`src/rtl/core/mhpq_pkg.sv`:
```
// ----------------------------------------------------------------------------
// mhpq_pkg - shared types and constants of the max-heap priority queue
// Holds the capacity, the derived widths, operation and status codes, the
// sequencer states and the structs that pass between the modules.
// ----------------------------------------------------------------------------
package mhpq_pkg;

  localparam int CAPACITY = 256;
  localparam int ADDR_W   = $clog2(CAPACITY);
  localparam int CNT_W    = $clog2(CAPACITY + 1);
  localparam int CHD_W    = ADDR_W + 2;
  localparam int DATA_W   = 32;
  localparam int ENTRY_W  = 9;

  localparam logic FUNC_PUSH = 1'b0;
  localparam logic FUNC_POP  = 1'b1;

  localparam logic [1:0] STAT_OK    = 2'd0;
  localparam logic [1:0] STAT_EMPTY = 2'd1;
  localparam logic [1:0] STAT_FULL  = 2'd2;

  typedef enum logic [3:0] {
    ST_IDLE,
    ST_UP_RD,
    ST_UP_CMP,
    ST_DN_LOAD,
    ST_DN_CHK,
    ST_DN_L,
    ST_DN_R,
    ST_DN_CMP,
    ST_RESP
  } state_t;

  typedef struct packed {
    logic                     func;
    logic signed [DATA_W-1:0] value;
  } in_req_t;

  typedef struct packed {
    logic signed [DATA_W-1:0] popped_value;
    logic signed [DATA_W-1:0] top_value;
    logic                     heap_empty;
    logic [ENTRY_W-1:0]       entry_count;
    logic [1:0]               status;
  } out_res_t;

  typedef struct packed {
    logic              we;
    logic [ADDR_W-1:0] waddr;
    logic [DATA_W-1:0] wdata;
    logic [ADDR_W-1:0] raddr;
  } mem_req_t;

  typedef struct packed {
    logic                     done;
    logic [CNT_W-1:0]         count;
    logic signed [DATA_W-1:0] top;
    logic signed [DATA_W-1:0] popped;
    logic [1:0]               status;
  } ctrl_stat_t;

endpackage

```
`src/rtl/core/mhpq_cmp.sv`:
```
// ----------------------------------------------------------------------------
// mhpq_cmp - shared signed compare unit
// Every ordering decision of both sift directions goes through this one unit.
// ----------------------------------------------------------------------------
module mhpq_cmp
  import mhpq_pkg::*;
(
  input  logic signed [DATA_W-1:0] op_a,
  input  logic signed [DATA_W-1:0] op_b,
  output logic                     a_gt_b
);

  assign a_gt_b = (op_a > op_b);

endmodule

```
`config.mk`:
```
export PLATFORM = sky130hd
export DESIGN_NAME = mhpq_cmp
export DESIGN_NICKNAME = d
export VERILOG_FILES = /design/src/rtl/core/mhpq_pkg.sv /design/src/rtl/core/mhpq_cmp.sv
export SDC_FILE = /design/constraint.sdc
export NUM_CORES = 1
export LEC_CHECK = 0
export ABC_AREA = 1
export ABC_CLOCK_PERIOD_IN_PS = 2600
export BUFFER_PORTS_ARGS = -buffer_cell sky130_fd_sc_hd__clkbuf_2
export CORE_MARGIN = 2
export CORE_UTILIZATION = 45
export DETAILED_ROUTE_END_ITERATION = 7
export PLACE_DENSITY = 0.93
export RECOVER_POWER = 25
export REMOVE_ABC_BUFFERS = 1
export SYNTH_ARGS = -nofsm -noshare
export SYNTH_HDL_FRONTEND = slang
export SYNTH_SLANG_ARGS = --single-unit
```
`constraint.sdc`:
```
create_clock -name vclk -period 2.6
set_input_delay 0.39 -clock vclk [all_inputs]
set_output_delay 0.39 -clock vclk [all_outputs]
set_load 0.05 [all_outputs]
```
==> impl_metrics.yaml <==
run_status:
  status: "finished, final reports clean"
global_routing:
  grt_pass1_wl_microns: 3310
  grt_remaining_overflow: 0
  grt_pass1_vias: 938
  antenna_found_initial: 0
  grt_max_degree: 4
  grt_use_total: 0.160
sta:
  slew_headroom: 0.816
  finalHoldViolCount: 0
  setup_viol: 0
  layout_min_cycle_time_ns: 2.22
  rsz0062_at_grt: "false"
  tns_ns: 0
  fmax_ghz: 0.451
  drv_slew: 0
  finalCritPeriodShare: 0.853
  worst_pin_slew_ns: 0.276
synthesis:
  yosysTopAreaCell: "ha_1"
  synthDistinctLibCells: 16
  synth_top_area_share: 0.446
  syn_area_sq_um: 898
  ys_seq_area_frac: 0
  syn-mean-instance-area_sq_um: 6.07
  syn_inst: 148
  synth.area.top_cells: "ha_1 45%, inv_1 16%, nand2_1 16%, a21oi_1 6.1%, nor2_1 4.2%"
  ys_warn_count: 0
floorplan:
  die_h_microns: 48.7
  die_w_microns: 48.7
  rows: 16
  initial_core_util: 0.467
  io_pins: 65
  core_area_sq_um: 1920
  die_area_sq_um: 2370
power_and_ir_drop:
  p_per_area_nw_per_um2: 143
  clkPwrFrac: 0
  power_frac_comb: 1.000
  p_seq_frac: 0
  p_int_mw: 0.0890
  ir_drop_uv: 71.0
  power.leakage_nw: 0.890
  sw_frac_of_total: 0.502
  switchingPower_mw: 0.0898
worst_setup_path:
  critical_path_class: "input pin to primary output"
  cp-start-kind: "input pin"
  critPathCaptureType: "primary output"
  crit_fanout: 2
  arrival_ns: 1.83
  crit_required_ns: 2.21
detailed_routing:
  drtAntennaViolNets: 0
  via_per_inst: 4.40
  drc: 0
  wl_per_cell_microns: 7.21
  first_pass_iters: 3
  via_count: 1057
  wl_met2_microns: 835
  dr_wl_met3_microns: 102
  drt-total-wl_microns: 1730
  topRoutingLayerUsed: "met4"
  drt-met1-wl_microns: 760
  drtIter0Drc: 5
min_path:
  whs_path_depth: 6
  hold_path_end: "a_gt_b"
  min_from: "op_a[31]"
  hold_path.class: "input pin to primary output"
cells_and_area:
  area_delta_synth_final_pct: 39.6
  n_antenna_cell: 0
  drive_above_1_share: 0.352
  design.seq.count: 0
  fillers: 191
  layout.nets: 311
  fin_cells: 240
  nClkBuffers: 0
  regArea_sq_um: 0
placement:
  port_buffers: 65
  dp_cells: 240
  gp_congestion: 0.795
  dp_hpwl_microns: 1750
clock_network:
  post_cts_buffers: 0
  cts_resized: 0
  ctsHoldBuffers: 0
job:
  cap_viol_max_count: 0
critical path, stage by stage:
cell	delay, ns
clkbuf_2	0.07
inv_1	0.03
ha_1	0.29
nand2_1	0.08
inv_1	0.05
nand2_1	0.06
nand2_1	0.05
nand2_1	0.07
nand3_2	0.07
a21oi_1	0.15
nand2_2	0.07
nand2_1	0.05
nand2_1	0.05
nor2_2	0.07
clkbuf_2	0.27
metal layers:
layer  vias to the layer above  global-route usage
li1                        592                   -
met4                         0              0.0286
met1                       423               0.197
met2                        38               0.304
met3                         4             0.00926
met5                         -                   0
how the worst max path moves through the flow:
stage / start / end / slack [ns] / depth (start not counted)
after floorplan: op_b[21] / a_gt_b / 0.50 / 11
after global placement: op_b[31] / a_gt_b / 0.42 / 12
after detailed placement: op_b[19] / a_gt_b / 0.39 / 15
after CTS: op_b[19] / a_gt_b / 0.38 / 15
after global routing: op_b[19] / a_gt_b / 0.18 / 15
final: op_b[19] / a_gt_b / 0.38 / 15
cells by family (layout without fill, tap and decap cells):
group                    count (synthesis)  count (layout)  synth area share
buffers and inverters                   41             106             0.171
AO/OA/AOI/OAI                           17              17             0.110
AND/OR/NAND/NOR                         58              58             0.273
adder cells (fa/ha/maj)                 32              32             0.446
metrics by stage:
stage | total power, mW | hold slack (ns) | cell area, sq um | worst slack (ns) | utilization
2_1_floorplan | 0.113 | 1.21 | 898 | 0.496 | -
3_3_place_gp | 0.178 | 1.48 | 1260 | 0.423 | 0.654
3_5_place_dp | 0.183 | 1.48 | 1260 | 0.386 | 0.654
4_1_cts | 0.184 | 1.49 | 1260 | 0.385 | 0.654
5_1_grt | 0.213 | 1.54 | 1250 | 0.176 | 0.652
6_report | 0.179 | 1.48 | 1250 | 0.381 | 0.652
cells in the mapped netlist, types with 2 or more instances:
master   instances
a21oi_1         11
nand2_1         38
ha_1            32
o21ai_0          2
nor2_1          10
inv_1           39
nor2_2           4
nand4_1          2
nand2_2          2
a21oi_2          2
layout by cell type (no fill, tap or decap), drive strengths merged:
master	instances
a21o	1
a21oi	13
nand2	40
clkinv	1
ha	32
o21a	1
nand3	2
nor2	14
o21ai	2
clkbuf	65
inv	40
nand4	2
layout make-up:
class / instances / area (sq um) / share of cell area
Multi-Input combinational cell: 107 / 741 / 0.591
Timing Repair Buffer: 65 / 325 / 0.259
Inverter: 41 / 154 / 0.123
Tap cell: 27 / 33.8 / 0.0269
power groups by stage:
stage / logic (mW) / clock network, mW / registers [mW]
finish: 0.179 / 0 / 0
global route: 0.213 / 0 / 0
CTS: 0.184 / 0 / 0
detailed placement: 0.183 / 0 / 0
global placement: 0.178 / 0 / 0
floorplan: 0.113 / 0 / 0
(Power assumes the default switching activity.)
